`config.mk`:
```
export PLATFORM = sky130hd
export DESIGN_NAME = least_connections_balancer_flat
export DESIGN_NICKNAME = d
export VERILOG_FILES = /design/src/rtl/core/lcb_pkg.sv /design/src/rtl/core/lcb_ifs.sv /design/src/rtl/core/lcb_datapath.sv /design/src/rtl/core/lcb_ctrl.sv /design/src/rtl/core/least_connections_balancer.sv /design/src/flat_wrapper.sv
export VERILOG_INCLUDE_DIRS = /design/src /design/src/rtl/core
export SDC_FILE = /design/constraint.sdc
export NUM_CORES = 1
export LEC_CHECK = 0
export ABC_AREA = 1
export BUFFER_PORTS_ARGS = -buffer_cell sky130_fd_sc_hd__buf_2
export CAP_MARGIN = 0
export CORE_MARGIN = 3
export CORE_UTILIZATION = 30
export CTS_CLUSTER_DIAMETER = 120
export DETAILED_ROUTE_END_ITERATION = 8
export PLACE_DENSITY = 0.49
export RECOVER_POWER = 25
export SYNTH_ARGS = -nofsm -noshare
export SYNTH_HDL_FRONTEND = slang
export SYNTH_SLANG_ARGS = --single-unit
export TNS_END_PERCENT = 1
```
`constraint.sdc`:
```
create_clock -name clk_i -period 5 [get_ports clk_i]
set_clock_uncertainty 0.1 [all_clocks]
set_input_delay 1.25 -clock clk_i [delete_from_list [all_inputs] [get_ports clk_i]]
set_output_delay 1.25 -clock clk_i [all_outputs]
set_load 0.03 [all_outputs]
```
`src/rtl/core/least_connections_balancer_macros.svh`:
```
// Assertion macros used by the balancer controller.
`ifndef LEAST_CONNECTIONS_BALANCER_MACROS_SVH
`define LEAST_CONNECTIONS_BALANCER_MACROS_SVH

// Check a same-cycle implication, clocked on clk_i, off during reset.
`define LCB_ASSERT_NOW(lbl, ante, cons, msg) \
  lbl: assert property (@(posedge clk_i) disable iff (!rst_ni) (ante) |-> (cons)) \
    else $error(msg);

// Check a next-cycle implication, clocked on clk_i, off during reset.
`define LCB_ASSERT_NEXT(lbl, ante, cons, msg) \
  lbl: assert property (@(posedge clk_i) disable iff (!rst_ni) (ante) |=> (cons)) \
    else $error(msg);

`endif

```
`src/rtl/core/lcb_pkg.sv`:
```
// Shared types, widths and codes of the least-connections balancer.
package lcb_pkg;

  localparam int MaxBackendsDefault = 16;
  localparam int CountBitsDefault   = 16;

  localparam int OpW      = 2;
  localparam int IdxW     = 4;
  localparam int CntOutW  = 16;
  localparam int RunW     = 8;
  localparam int BcW      = 5;
  localparam int ThrW     = 8;
  localparam int CfgIdxW  = 2;
  localparam int CfgDataW = 8;

  localparam logic [RunW-1:0] RunMax       = '1;
  localparam logic [BcW-1:0]  BcReset      = 5'd16;
  localparam logic [ThrW-1:0] HealthyThr   = 8'd2;
  localparam logic [ThrW-1:0] UnhealthyThr = 8'd3;

  typedef enum logic [OpW-1:0] {
    OP_SELECT  = 2'd0,
    OP_RELEASE = 2'd1,
    OP_PROBE   = 2'd2
  } op_e;

  typedef enum logic [CfgIdxW-1:0] {
    CFG_BACKEND_COUNT       = 2'd0,
    CFG_HEALTHY_THRESHOLD   = 2'd1,
    CFG_UNHEALTHY_THRESHOLD = 2'd2
  } cfg_e;

  // Controller to datapath commands.
  typedef struct packed {
    logic start;
    logic scan_rd;
    logic scan_cmp;
    logic op_rd;
    logic sel_wr;
    logic op_wr;
  } cmd_t;

  // Datapath to controller status.
  typedef struct packed {
    logic req_select;
    logic scan_more;
  } stat_t;

  typedef struct packed {
    logic               granted;
    logic [IdxW-1:0]    chosen_backend;
    logic [CntOutW-1:0] connection_count;
    logic               backend_healthy;
    logic               health_changed;
  } rsp_t;

endpackage

```
`src/rtl/core/lcb_ifs.sv`:
```
// Request, result and configuration channel interfaces of the balancer.
interface lcb_req_if;
  logic                       valid;
  logic                       ready;
  logic [lcb_pkg::OpW-1:0]    opcode;
  logic [lcb_pkg::IdxW-1:0]   backend_index;
  logic                       probe_ok;

  modport source (output valid, opcode, backend_index, probe_ok, input ready);
  modport sink   (input valid, opcode, backend_index, probe_ok, output ready);
endinterface

interface lcb_rsp_if;
  logic                        valid;
  logic                        ready;
  logic                        granted;
  logic [lcb_pkg::IdxW-1:0]    chosen_backend;
  logic [lcb_pkg::CntOutW-1:0] connection_count;
  logic                        backend_healthy;
  logic                        health_changed;

  modport source (output valid, granted, chosen_backend, connection_count,
                  backend_healthy, health_changed, input ready);
  modport sink   (input valid, granted, chosen_backend, connection_count,
                  backend_healthy, health_changed, output ready);
endinterface

interface lcb_cfg_if;
  logic                         valid;
  logic                         ready;
  logic [lcb_pkg::CfgIdxW-1:0]  index;
  logic [lcb_pkg::CfgDataW-1:0] data;

  modport source (output valid, index, data, input ready);
  modport sink   (input valid, index, data, output ready);
endinterface

```
`src/rtl/core/lcb_datapath.sv`:
```
// Balancer datapath: registers, backend table memory, scan and update logic.
module lcb_datapath #(
  parameter int MAX_BACKENDS = lcb_pkg::MaxBackendsDefault,
  parameter int COUNT_BITS   = lcb_pkg::CountBitsDefault
) (
  input  logic                         clk_i,
  input  logic                         rst_ni,
  input  logic                         cfg_we_i,
  input  logic [lcb_pkg::CfgIdxW-1:0]  cfg_index_i,
  input  logic [lcb_pkg::CfgDataW-1:0] cfg_data_i,
  input  logic [lcb_pkg::OpW-1:0]      opcode_i,
  input  logic [lcb_pkg::IdxW-1:0]     backend_index_i,
  input  logic                         probe_ok_i,
  input  lcb_pkg::cmd_t                cmd_i,
  output lcb_pkg::stat_t               stat_o,
  output lcb_pkg::rsp_t                rsp_o
);
  import lcb_pkg::*;

  localparam int AW = (MAX_BACKENDS > 1) ? $clog2(MAX_BACKENDS) : 1;
  localparam int NW = $clog2(MAX_BACKENDS + 1);
  localparam int CW = (NW > BcW) ? NW : BcW;
  localparam int RW = (NW > IdxW) ? NW : IdxW;

  typedef struct packed {
    logic [COUNT_BITS-1:0] cnt;
    logic [RunW-1:0]       succ;
    logic [RunW-1:0]       fail;
  } word_t;

  // Configuration registers.
  logic [BcW-1:0]  bc_q;
  logic [ThrW-1:0] hthr_q, uthr_q;

  // Captured request.
  op_e             op_q;
  logic [IdxW-1:0] idx_q;
  logic            ok_q;

  // Backend table: memory plus per-entry written flags and health flags.
  word_t                   mem [MAX_BACKENDS];
  logic [MAX_BACKENDS-1:0] valid_q;
  logic [MAX_BACKENDS-1:0] health_q;

  logic          rd_en;
  logic [AW-1:0] rd_addr, rd_addr_q;
  word_t         rd_data_q, rd_word;
  logic          rd_health;

  logic          wr_en;
  logic [AW-1:0] wr_addr;
  word_t         wr_data;
  logic          h_we, h_val;

  // Scan state.
  logic [NW-1:0] ptr_q;
  logic [AW-1:0] best_q;
  word_t         best_word_q;
  logic          found_q;

  logic [NW-1:0] n_use;
  logic          in_range;
  rsp_t          rsp_d, rsp_q;

  always_comb begin
    if (CW'(bc_q) > CW'(MAX_BACKENDS)) begin
      n_use = NW'(MAX_BACKENDS);
    end else begin
      n_use = NW'(bc_q);
    end
  end

  assign in_range          = RW'(idx_q) < RW'(n_use);
  assign stat_o.req_select = (opcode_i == OP_SELECT);
  assign stat_o.scan_more  = ptr_q < n_use;

  always_ff @(posedge clk_i or negedge rst_ni) begin
    if (!rst_ni) begin
      bc_q   <= BcReset;
      hthr_q <= HealthyThr;
      uthr_q <= UnhealthyThr;
    end else if (cfg_we_i) begin
      case (cfg_e'(cfg_index_i))
        CFG_BACKEND_COUNT:       bc_q   <= BcW'(cfg_data_i);
        CFG_HEALTHY_THRESHOLD:   hthr_q <= cfg_data_i;
        CFG_UNHEALTHY_THRESHOLD: uthr_q <= cfg_data_i;
        default: ;
      endcase
    end
  end

  always_ff @(posedge clk_i) begin
    if (cmd_i.start) begin
      op_q  <= op_e'(opcode_i);
      idx_q <= backend_index_i;
      ok_q  <= probe_ok_i;
    end
  end

  // Table read port.
  assign rd_en   = cmd_i.scan_rd | cmd_i.op_rd;
  assign rd_addr = cmd_i.scan_rd ? ptr_q[AW-1:0] : AW'(idx_q);

  always_ff @(posedge clk_i) begin
    if (rd_en) begin
      rd_data_q <= mem[rd_addr];
      rd_addr_q <= rd_addr;
    end
  end

  assign rd_word   = valid_q[rd_addr_q] ? rd_data_q : '0;
  assign rd_health = health_q[rd_addr_q];

  // Table write port.
  always_ff @(posedge clk_i) begin
    if (wr_en) begin
      mem[wr_addr] <= wr_data;
    end
  end

  always_ff @(posedge clk_i or negedge rst_ni) begin
    if (!rst_ni) begin
      valid_q  <= '0;
      health_q <= '1;
    end else begin
      if (wr_en) begin
        valid_q[wr_addr] <= 1'b1;
      end
      if (h_we) begin
        health_q[wr_addr] <= h_val;
      end
    end
  end

  // Least-count scan, one entry per cycle.
  always_ff @(posedge clk_i or negedge rst_ni) begin
    if (!rst_ni) begin
      ptr_q   <= '0;
      found_q <= 1'b0;
    end else begin
      if (cmd_i.start) begin
        ptr_q   <= '0;
        found_q <= 1'b0;
      end else if (cmd_i.scan_rd) begin
        ptr_q <= ptr_q + NW'(1);
      end
      if (cmd_i.scan_cmp && rd_health && (!found_q || rd_word.cnt < best_word_q.cnt)) begin
        found_q <= 1'b1;
      end
    end
  end

  always_ff @(posedge clk_i) begin
    if (cmd_i.scan_cmp && rd_health && (!found_q || rd_word.cnt < best_word_q.cnt)) begin
      best_q      <= rd_addr_q;
      best_word_q <= rd_word;
    end
  end

  // Update and result formation.
  always_comb begin
    word_t           w;
    logic [RunW-1:0] run_new;
    w       = rd_word;
    run_new = '0;
    wr_en   = 1'b0;
    wr_addr = best_q;
    wr_data = best_word_q;
    h_we    = 1'b0;
    h_val   = 1'b0;
    rsp_d   = '0;
    if (cmd_i.sel_wr) begin
      if (found_q) begin
        wr_en = 1'b1;
        if (best_word_q.cnt != '1) begin
          wr_data.cnt = best_word_q.cnt + COUNT_BITS'(1);
        end
        rsp_d.granted          = 1'b1;
        rsp_d.chosen_backend   = IdxW'(best_q);
        rsp_d.connection_count = CntOutW'(wr_data.cnt);
        rsp_d.backend_healthy  = 1'b1;
      end
    end else if (cmd_i.op_wr) begin
      wr_addr              = rd_addr_q;
      wr_data              = w;
      rsp_d.chosen_backend = idx_q;
      if (in_range) begin
        rsp_d.backend_healthy = rd_health;
        case (op_q)
          OP_RELEASE: begin
            wr_en = 1'b1;
            if (w.cnt != '0) begin
              wr_data.cnt = w.cnt - COUNT_BITS'(1);
            end
          end
          OP_PROBE: begin
            wr_en = 1'b1;
            if (ok_q) begin
              run_new      = (w.succ == RunMax) ? w.succ : w.succ + RunW'(1);
              wr_data.succ = run_new;
              wr_data.fail = '0;
              if (!rd_health && run_new >= hthr_q) begin
                h_we                 = 1'b1;
                h_val                = 1'b1;
                rsp_d.health_changed = 1'b1;
                rsp_d.backend_healthy = 1'b1;
              end
            end else begin
              run_new      = (w.fail == RunMax) ? w.fail : w.fail + RunW'(1);
              wr_data.fail = run_new;
              wr_data.succ = '0;
              if (rd_health && run_new >= uthr_q) begin
                h_we                 = 1'b1;
                h_val                = 1'b0;
                rsp_d.health_changed = 1'b1;
                rsp_d.backend_healthy = 1'b0;
              end
            end
          end
          default: ;
        endcase
        rsp_d.connection_count = CntOutW'(wr_data.cnt);
      end
    end
  end

  always_ff @(posedge clk_i) begin
    if (cmd_i.sel_wr || cmd_i.op_wr) begin
      rsp_q <= rsp_d;
    end
  end

  assign rsp_o = rsp_q;

endmodule

```
`src/rtl/core/lcb_ctrl.sv`:
```
// Balancer controller: sequences accept, scan, update and result hand-off.
`include "least_connections_balancer_macros.svh"

module lcb_ctrl (
  input  logic           clk_i,
  input  logic           rst_ni,
  input  logic           req_valid_i,
  output logic           req_ready_o,
  output logic           rsp_valid_o,
  input  logic           rsp_ready_i,
  input  lcb_pkg::stat_t stat_i,
  output lcb_pkg::cmd_t  cmd_o
);
  import lcb_pkg::*;

  typedef enum logic [4:0] {
    ST_IDLE   = 5'b00001,
    ST_SCAN   = 5'b00010,
    ST_SEL_WR = 5'b00100,
    ST_OP_RD  = 5'b01000,
    ST_OP_WR  = 5'b10000
  } state_e;

  state_e state_q, state_d;
  logic   cmp_pend_q;
  logic   out_valid_q, out_valid_d;
  logic   slot_free;

  assign slot_free   = !out_valid_q || rsp_ready_i;
  assign req_ready_o = (state_q == ST_IDLE);
  assign rsp_valid_o = out_valid_q;

  always_comb begin
    cmd_o   = '0;
    state_d = state_q;
    case (state_q)
      ST_IDLE: begin
        if (req_valid_i) begin
          cmd_o.start = 1'b1;
          state_d     = stat_i.req_select ? ST_SCAN : ST_OP_RD;
        end
      end
      ST_SCAN: begin
        cmd_o.scan_cmp = cmp_pend_q;
        if (stat_i.scan_more) begin
          cmd_o.scan_rd = 1'b1;
        end else begin
          state_d = ST_SEL_WR;
        end
      end
      ST_SEL_WR: begin
        if (slot_free) begin
          cmd_o.sel_wr = 1'b1;
          state_d      = ST_IDLE;
        end
      end
      ST_OP_RD: begin
        cmd_o.op_rd = 1'b1;
        state_d     = ST_OP_WR;
      end
      ST_OP_WR: begin
        if (slot_free) begin
          cmd_o.op_wr = 1'b1;
          state_d     = ST_IDLE;
        end
      end
      default: state_d = ST_IDLE;
    endcase
  end

  always_comb begin
    out_valid_d = out_valid_q;
    if (cmd_o.sel_wr || cmd_o.op_wr) begin
      out_valid_d = 1'b1;
    end else if (rsp_ready_i) begin
      out_valid_d = 1'b0;
    end
  end

  always_ff @(posedge clk_i or negedge rst_ni) begin
    if (!rst_ni) begin
      state_q     <= ST_IDLE;
      cmp_pend_q  <= 1'b0;
      out_valid_q <= 1'b0;
    end else begin
      state_q     <= state_d;
      cmp_pend_q  <= cmd_o.scan_rd;
      out_valid_q <= out_valid_d;
    end
  end

  `LCB_ASSERT_NEXT(a_busy_after_accept, req_valid_i && req_ready_o, !req_ready_o, "request taken while busy")
  `LCB_ASSERT_NOW(a_no_result_overwrite, cmd_o.sel_wr || cmd_o.op_wr, !out_valid_q || rsp_ready_i, "pending result overwritten")
  `LCB_ASSERT_NOW(a_cmp_follows_read, cmd_o.scan_cmp, $past(cmd_o.scan_rd), "compare without a preceding read")

endmodule

```
`src/rtl/core/least_connections_balancer.sv`:
```
// Top level of the least-connections load balancer with health hysteresis.
// Channels: req_i (opcode, backend_index, probe_ok) and rsp_o (granted,
// chosen_backend, connection_count, backend_healthy, health_changed) are
// valid/ready streams; a beat moves when valid and ready are both high.
// cfg_i writes one register per beat: index 0 backend_count, 1 healthy
// threshold, 2 unhealthy threshold; it is always ready. Write it only idle.
// Every request beat yields exactly one result beat, in order.
// A select scans the backends in use one per cycle through the single read
// port of the backend table, then updates the chosen entry, if any, and
// registers the result. Release and probe read the addressed entry, then
// update it when in range and register the result. One request is in
// flight at a time; a new request is taken once the previous one has left
// its result in the output register, even if the receiver has not taken it.
// Receiver stall: the result holds in the output register; a later request
// finishes its work and then waits until that register frees up.
// Reset: all counts and run counters read as zero, all backends healthy,
// registers at 16 / 2 / 3. Per-entry written flags stand in for clearing
// the table, so there is no clearing pass and the block is ready at once.
module least_connections_balancer #(
  parameter int MAX_BACKENDS = lcb_pkg::MaxBackendsDefault,
  parameter int COUNT_BITS   = lcb_pkg::CountBitsDefault
) (
  input  logic clk_i,
  input  logic rst_ni,
  lcb_req_if.sink   req_i,
  lcb_rsp_if.source rsp_o,
  lcb_cfg_if.sink   cfg_i
);
  import lcb_pkg::*;

  cmd_t  cmd;
  stat_t stat;
  rsp_t  rsp;

  // Configuration writes are taken every cycle.
  assign cfg_i.ready = 1'b1;

  lcb_ctrl u_ctrl (
    .clk_i       (clk_i),
    .rst_ni      (rst_ni),
    .req_valid_i (req_i.valid),
    .req_ready_o (req_i.ready),
    .rsp_valid_o (rsp_o.valid),
    .rsp_ready_i (rsp_o.ready),
    .stat_i      (stat),
    .cmd_o       (cmd)
  );

  lcb_datapath #(
    .MAX_BACKENDS (MAX_BACKENDS),
    .COUNT_BITS   (COUNT_BITS)
  ) u_datapath (
    .clk_i           (clk_i),
    .rst_ni          (rst_ni),
    .cfg_we_i        (cfg_i.valid),
    .cfg_index_i     (cfg_i.index),
    .cfg_data_i      (cfg_i.data),
    .opcode_i        (req_i.opcode),
    .backend_index_i (req_i.backend_index),
    .probe_ok_i      (req_i.probe_ok),
    .cmd_i           (cmd),
    .stat_o          (stat),
    .rsp_o           (rsp)
  );

  // Drive the result beat from the output register.
  assign rsp_o.granted          = rsp.granted;
  assign rsp_o.chosen_backend   = rsp.chosen_backend;
  assign rsp_o.connection_count = rsp.connection_count;
  assign rsp_o.backend_healthy  = rsp.backend_healthy;
  assign rsp_o.health_changed   = rsp.health_changed;

endmodule
```
`src/flat_wrapper.sv`:
```
// flat-port wrapper written by rule: the top's interface ports become plain ports
module least_connections_balancer_flat import lcb_pkg::*;
#(
  parameter int MAX_BACKENDS = lcb_pkg::MaxBackendsDefault,
  parameter int COUNT_BITS   = lcb_pkg::CountBitsDefault
)
  (clk_i, rst_ni, req_i_valid, req_i_opcode, req_i_backend_index, req_i_probe_ok, req_i_ready, rsp_o_valid, rsp_o_granted, rsp_o_chosen_backend, rsp_o_connection_count, rsp_o_backend_healthy, rsp_o_health_changed, rsp_o_ready, cfg_i_valid, cfg_i_index, cfg_i_data, cfg_i_ready);
  lcb_req_if req_i_i ();
  lcb_rsp_if rsp_o_i ();
  lcb_cfg_if cfg_i_i ();
  input  logic clk_i;
  input  logic rst_ni;
  input wire logic [$bits(req_i_i.valid)-1:0] req_i_valid;
  input wire logic [$bits(req_i_i.opcode)-1:0] req_i_opcode;
  input wire logic [$bits(req_i_i.backend_index)-1:0] req_i_backend_index;
  input wire logic [$bits(req_i_i.probe_ok)-1:0] req_i_probe_ok;
  output wire logic [$bits(req_i_i.ready)-1:0] req_i_ready;
  output wire logic [$bits(rsp_o_i.valid)-1:0] rsp_o_valid;
  output wire logic [$bits(rsp_o_i.granted)-1:0] rsp_o_granted;
  output wire logic [$bits(rsp_o_i.chosen_backend)-1:0] rsp_o_chosen_backend;
  output wire logic [$bits(rsp_o_i.connection_count)-1:0] rsp_o_connection_count;
  output wire logic [$bits(rsp_o_i.backend_healthy)-1:0] rsp_o_backend_healthy;
  output wire logic [$bits(rsp_o_i.health_changed)-1:0] rsp_o_health_changed;
  input wire logic [$bits(rsp_o_i.ready)-1:0] rsp_o_ready;
  input wire logic [$bits(cfg_i_i.valid)-1:0] cfg_i_valid;
  input wire logic [$bits(cfg_i_i.index)-1:0] cfg_i_index;
  input wire logic [$bits(cfg_i_i.data)-1:0] cfg_i_data;
  output wire logic [$bits(cfg_i_i.ready)-1:0] cfg_i_ready;
  assign req_i_i.valid = req_i_valid;
  assign req_i_i.opcode = req_i_opcode;
  assign req_i_i.backend_index = req_i_backend_index;
  assign req_i_i.probe_ok = req_i_probe_ok;
  assign req_i_ready = req_i_i.ready;
  assign rsp_o_valid = rsp_o_i.valid;
  assign rsp_o_granted = rsp_o_i.granted;
  assign rsp_o_chosen_backend = rsp_o_i.chosen_backend;
  assign rsp_o_connection_count = rsp_o_i.connection_count;
  assign rsp_o_backend_healthy = rsp_o_i.backend_healthy;
  assign rsp_o_health_changed = rsp_o_i.health_changed;
  assign rsp_o_i.ready = rsp_o_ready;
  assign cfg_i_i.valid = cfg_i_valid;
  assign cfg_i_i.index = cfg_i_index;
  assign cfg_i_i.data = cfg_i_data;
  assign cfg_i_ready = cfg_i_i.ready;
  least_connections_balancer #(.MAX_BACKENDS(MAX_BACKENDS), .COUNT_BITS(COUNT_BITS)) u_core (.clk_i(clk_i), .rst_ni(rst_ni), .req_i(req_i_i), .rsp_o(rsp_o_i), .cfg_i(cfg_i_i));
endmodule
```
# ---- After elaboration in Yosys (flattened, before gate mapping)
# Memories as Yosys holds them, arrays and structs flattened. A register that Yosys moved wholly into a read port is not among the register bits.
# Cells that the tools add are included.
dict set report word_totals {
  regBits 136
  ram_bits 512
  in_bits 22
  out_inout_bits 26
  wordCells 152
  mem_count 1
}
# memory words width rd rd_ports_with_merged_regs wr line
set mem_list {}
lappend mem_list {u_core.u_datapath.mem 16 32 1 1 1 lcb_datapath.sv:41} ;# word_t mem [MAX_BACKENDS];
dict set report classes {
  n_addsub 5
  magnitude_cmp 9
  eq_ne 15
  n_mux 70
  bitwise 5
  n_reduce_logical 24
}
# op n
set ops {}
lappend ops {{16-bit two-way mux} 8}
lappend ops {{32-bit two-way mux} 3}
lappend ops {{22-bit two-way mux} 2}
lappend ops {{1-bit two-way mux} 33}
lappend ops {{5-bit two-way mux} 6}
lappend ops {{21-bit two-way mux} 1}
lappend ops {{5-bit one-hot mux with 4 select lines} 1}
lappend ops {{18-bit two-way mux} 1}
lappend ops {{16-bit by 1-bit adder with 16-bit output, second input constant} 1}
lappend ops {{8-bit by 1-bit adder with 8-bit output, second input constant} 2}
lappend ops {{16-bit bitwise mux} 1}
lappend ops {{8-bit == test, second input constant} 2}
lappend ops {{8-bit greater-or-equal comparator} 2}
lappend ops {{16-bit < comparator} 1}
lappend ops {{4-bit two-way mux} 4}
lappend ops {{8-bit two-way mux} 2}
lappend ops {{16-bit != test, second input constant} 1}
lappend ops {{16-bit OR} 1}
lappend ops {{16-bit nonzero test} 1}
lappend ops {{16-bit by 1-bit subtractor with 16-bit output, second input constant} 1}
lappend ops {{4-bit by 5-bit < comparator with 1-bit output, second input constant} 2}
lappend ops {{2-bit two-way mux} 5}
lappend ops {{1-bit binary-select mux with 4-bit select} 2}
lappend ops {{2-bit AND reduction} 3}
lappend ops {{25 further kinds} 42}

# ---- Depth between registers and ports, before layout
dict set report logic_depth {
  word_depth 14
  mapped_depth 32
  ltp_nobuf 27
}

# ---- Modules after synthesis
# A second synthesis with hierarchy kept.
dict set report hier_totals {
  cells_unflattened 2757
  hier_area_um2 30235.2
}
# mod n_inst cells_each area_each_um2 seq_area_each_um2
set by_module_without_submodules {}
lappend by_module_without_submodules {lcb_datapath 1 2699 29826.1 19939.1}
lappend by_module_without_submodules {lcb_ctrl 1 56 397.9 176.4}
lappend by_module_without_submodules {least_connections_balancer 1 2 11.3 0.0}

# ---- Worst setup path before layout
# Ideal clock, no wire load.
dict set report synth_timing {
  kind {input -> register}
  startpoint {input port rsp_o_ready}
  endpoint {memory u_core.u_datapath.mem[15][0] (netlist name), enable pin}
  setup_ns 0.421
  arrival_ns 3.763
  required_ns 4.479
  slack_ns 0.716
  cell_stages 12
  path_buffers 1
  path_cell_list {nor2_1 > nor2_1 > inv_2 > buf_2 > nand2_1 > o21ai_0 > inv_1 > nor2_1 > inv_1 > nor2_1 > inv_1 > nor2_1}
}
dict set report synth_between {
  elab_chain_cells 7
  elab_cells_between_ends 10
  cone_classes {mux (9); reduce/logical (1)}
}
# item line
set synth_rtl {}
lappend synth_rtl {{from (decl)} flat_wrapper.sv:24} ;# input wire logic [$bits(rsp_o_i.ready)-1:0] rsp_o_ready;
lappend synth_rtl {{1-bit logical OR *} lcb_ctrl.sv:29} ;# assign slot_free = !out_valid_q || rsp_ready_i;
lappend synth_rtl {{1-bit two-way mux *} {lcb_ctrl.sv:52, lcb_ctrl.sv:62}}
lappend synth_rtl {{1-bit two-way mux} lcb_ctrl.sv:36} ;# case (state_q)
lappend synth_rtl {{1-bit two-way mux} lcb_datapath.sv:183} ;# end else if (cmd_i.op_wr) begin
lappend synth_rtl {{1-bit two-way mux} lcb_datapath.sv:172} ;# if (cmd_i.sel_wr) begin
lappend synth_rtl {{1-bit two-way mux} lcb_datapath.sv:116} ;# if (wr_en) begin
lappend synth_rtl {{1-bit two-way mux (implied by the code)} lcb_datapath.sv:117} ;# mem[wr_addr] <= wr_data;
lappend synth_rtl {{to (decl)} lcb_datapath.sv:41}
# Every way passes the cells marked *; elsewhere a longest branch is shown, timed or not.

# ---- Worst setup path after layout
dict set report layout_timing {
  startpoint {register u_core.u_datapath.bc_q[0]}
  endpoint {register u_core.u_datapath.rd_data_q[3] (netlist name)}
}
dict set report layout_between {
  elab_chain_cells 6
  elab_cells_between_ends 7
  cone_classes {order compare (2); mux (4); bitwise (1)}
}
# item line
set layout_rtl {}
lappend layout_rtl {{from (decl)} lcb_datapath.sv:32} ;# logic [BcW-1:0] bc_q;
lappend layout_rtl {{from (signal assigned)} lcb_datapath.sv:79} ;# bc_q <= BcReset;
lappend layout_rtl {{from (signal assigned)} lcb_datapath.sv:84} ;# CFG_BACKEND_COUNT: bc_q <= BcW'(cfg_data_i);
lappend layout_rtl {{5-bit > comparator} lcb_datapath.sv:66} ;# if (CW'(bc_q) > CW'(MAX_BACKENDS)) begin
lappend layout_rtl {{5-bit two-way mux *} lcb_datapath.sv:66}
lappend layout_rtl {{5-bit < comparator *} lcb_datapath.sv:75} ;# assign stat_o.scan_more = ptr_q < n_use;
lappend layout_rtl {{1-bit two-way mux *} lcb_ctrl.sv:45} ;# if (stat_i.scan_more) begin
lappend layout_rtl {{2-bit two-way mux *} lcb_ctrl.sv:36}
lappend layout_rtl {{4-bit two-way mux / 1-bit OR (equally long branches)} {lcb_datapath.sv:102, lcb_datapath.sv:101}}
# Marked as above.
# A chain may end at the register's enable or synchronous reset.

==> flow_summary.ini <==
[outcome]
status = finished with violations
violations = max-capacitance violations, max-slew violations

[floorplanning]
fp-row-count = 115
fp.coreArea_um2 = 99300
die_w_um = 324
initial_utilization = 0.305
io_pins = 48
die_height_um = 324
die_area_um2 = 105000

[yosys]
synth_compound_area_frac = 0.113
synth_xor_area_frac = 0.00347
synth_ff_type = edfxtp_1
synth_cell_types = 59
synth_top_family_by_area = simple AND/OR/NAND/NOR gates
synth_edf_count = 614
yosysSeqAreaShare = 0.664
yosys.area.top_type = edfxtp_1
yosys.area_share.simple = 0.141
synth_nets = 2761
synth_fa_ha_area_frac = 0.0190
syn_area_um2 = 30300
ys_warn_count = 0
synth_top_area_share = 0.609
synth_mux_area_frac = 0
syn_inst = 2693
ys_async_sr_fraction = 0.0971
syn_avg_cell_area_um2 = 11.2
synth_area_leaders = edfxtp_1 61%, nand2_1 5.2%, o21ai_0 4.4%, o211ai_1 4.0%, dfrtp_1 3.7%
ys_seq_elements = 680

[worst_setup_path]
r2r-start = u_core.u_datapath.bc_q[0]$_DFFE_PN0P_
end_kind = flip-flop
ff2ff_path_depth = 13
critPathKind = reg2reg
path_max_fanout = 23
crit_end = u_core.u_datapath.rd_data_q[3]$_DFFE_PP_
rr_endpoint = u_core.u_datapath.rd_data_q[3]$_DFFE_PP_
cp_data_arrival_time_ns = 4.81
reg2reg_slack_ns = 0.53
cp.required_ns = 5.34
cp-startpoint = u_core.u_datapath.bc_q[0]$_DFFE_PN0P_
worstSetupStartpointType = flip-flop

[global_routing]
overflow = 0
grt_max_degree = 92
antenna_found_initial = 2
grt_util_all_layers = 0.164
grt_pass1_wl_mm = 130
grt_pass1_vias = 20200

[placed_design]
place_congestion = 0.846
dp.cells = 3977
hpwlAfterDp_mm = 52.4
portBuffers = 46
dp_slack_ns = 0.452

[sta]
setup_viol = 0
setup_ws_ns = 0.526
fmax_mhz = 224
finalCritPeriodShare = 0.895
min_period_ns = 4.47
slew-limit-headroom = -0.358
setup_tns_ns = 0
slew_viol_final = 143
hold_violations = 0
tightest_slew_ns = 2.03
rsz0062_at_grt = no
holdWs_ns = 0.362

[cells_and_area]
layout.cells.non_filler = 4122
fin_nets = 2841
antenna_cells = 0
post-route-util = 0.352
layout_commonest_cell = edfxtp_1
fill_cells = 9834
synthToLayoutAreaGrowth_pct = 15.2
drive_gt1_frac = 0.115
mostFrequentLayoutCells = 614 x edfxtp_1, 430 x nand2_1, 301 x inv_1

[detailed_routing]
vias_per_cell = 5.01
vias = 20700
wire_per_inst_um = 21.0
wl_mm = 86.5
detail-route-antenna-nets = 0
drtIter0Drc = 1704
remaining_drc_errors = 0
firstDrtPassIters = 7

[cts]
clock_sinks = 680
cts-root-buf = clkbuf_16
clk_latency_ns = 0.64
h-tree-depth = 3
cts_resized = 0
tritoncts = yes
clk_pin_slew_ns = 0.06
cts_made_buffers = 78
cts_buffer_depth = 3

[power_and_ir_drop]
power_switching_uw = 4770
intPower_uw = 10700
sw_frac_of_total = 0.309
p_leak_uw = 0.0129
clkPwrFrac = 0.365
p_seq_frac = 0.427
p_per_area_nw_per_um2 = 443
power_frac_comb = 0.208
irDropWorstVdd_v = 0.000244

[worst_hold_path]
hold_class = reg2reg

[run]
cap_violations = 5
## cell type report
| type | instances | area, um^2 | share of cell area |
|---|---|---|---|
| Sequential cell | 680 | 20100 | 0.576 |
| Multi-Input combinational cell | 1571 | 8430 | 0.241 |
| Clock buffer | 100 | 2050 | 0.0589 |
| Tap cell | 1287 | 1610 | 0.0461 |
| Inverter | 310 | 1170 | 0.0337 |
| Timing Repair Buffer | 132 | 1050 | 0.0300 |
| Clock inverter | 42 | 470 | 0.0135 |
## cells by family after synthesis
| family | Yosys count |
|---|---|
| AO/OA/AOI/OAI | 572 |
| XOR/XNOR | 12 |
| adder cells (fa/ha/maj) | 46 |
| buffers and inverters | 442 |
| flip-flops | 680 |
| other | 1 |
| AND/OR/NAND/NOR | 940 |
## timing repair
| item | CTS | global route |
|---|---|---|
| hold buffers | 0 | 0 |
| setup endpoints to repair | 0 | 8 |
| setup buffers | 0 | 3 |
## power by group through the flow
stage	registers (uW)	logic, uW	clock network [uW]
3_5_place_dp	6710	3270	0
6_report	6600	3210	5640
4_1_cts	6600	3280	5790
3_3_place_gp	6710	3240	0
2_1_floorplan	6730	2090	0
5_1_grt	6610	3590	6030
## registers in the layout (all words and copies together), names as in the netlist, 4 cells and up
name	count
u_core.u_ctrl.state_q	5
u_core.u_datapath.bc_q	5
u_core.u_datapath.best_q	4
u_core.u_datapath.best_word_q	32
u_core.u_datapath.health_q	16
u_core.u_datapath.hthr_q	8
u_core.u_datapath.idx_q	4
u_core.u_datapath.mem	512
u_core.u_datapath.ptr_q	5
u_core.u_datapath.rd_addr_q	4
u_core.u_datapath.rd_data_q	32
u_core.u_datapath.rsp_o	23
u_core.u_datapath.uthr_q	8
u_core.u_datapath.valid_q	16
## synthesized netlist by cell type (46+ instances only)
| cell type | count |
|---|---|
| edfxtp_1 | 614 |
| nand2_1 | 423 |
| inv_1 | 299 |
| o21ai_0 | 267 |
| nand3_1 | 201 |
| nor2_1 | 170 |
| o211ai_1 | 163 |
| a21oi_1 | 83 |
| clkbuf_1 | 61 |
| or2_2 | 59 |
| buf_2 | 51 |
| ha_1 | 46 |
## through the flow
step,power [uW],area [um^2]
floorplan,8820,30300
global placement,9950,32500
detailed placement,9980,32500
CTS,15700,35100
global route,16200,34900
finish,15500,34900
## worst min-delay path by stage
stage               cells after the start                                      start                                        end  slack [ns]
finish                                  2   u_core.u_datapath.valid_q[4]$_DFFE_PN0P_   u_core.u_datapath.valid_q[4]$_DFFE_PN0P_        0.36
global route                            2   u_core.u_datapath.valid_q[0]$_DFFE_PN0P_   u_core.u_datapath.valid_q[0]$_DFFE_PN0P_        0.38
CTS                                     2   u_core.u_datapath.valid_q[0]$_DFFE_PN0P_   u_core.u_datapath.valid_q[0]$_DFFE_PN0P_        0.37
detailed placement                      2   u_core.u_datapath.valid_q[0]$_DFFE_PN0P_   u_core.u_datapath.valid_q[0]$_DFFE_PN0P_        0.35
global placement                        2  u_core.u_datapath.valid_q[12]$_DFFE_PN0P_  u_core.u_datapath.valid_q[12]$_DFFE_PN0P_        0.35
floorplan                               0   u_core.u_datapath.rd_addr_q[1]$_DFFE_PP_      u_core.u_datapath.best_q[1]$_DFFE_PP_        0.32
## critical path: stages (launching register included)
cell and delay [ns]:
dfrtp_1 0.42, nor2_1 0.11, nand2_1 0.05, nand2_1 0.09
nand2_1 0.09, ha_1 0.30, a21oi_1 0.14, o21a_1 0.13
nand3_1 0.07, clkbuf_1 0.31, o21ai_1 1.44, buf_4 0.57
nand3_1 0.15, nand2_1 0.25
## metal layers
metal  part of all wire  GRT usage  up-vias
met4              0.021     0.0387        2
met2               0.46      0.264      591
li1                   -          -     9673
met5            0.00015          0        -
met1               0.47      0.233    10300
met3              0.053     0.0250      117
Power figures use the tool's default switching activity.
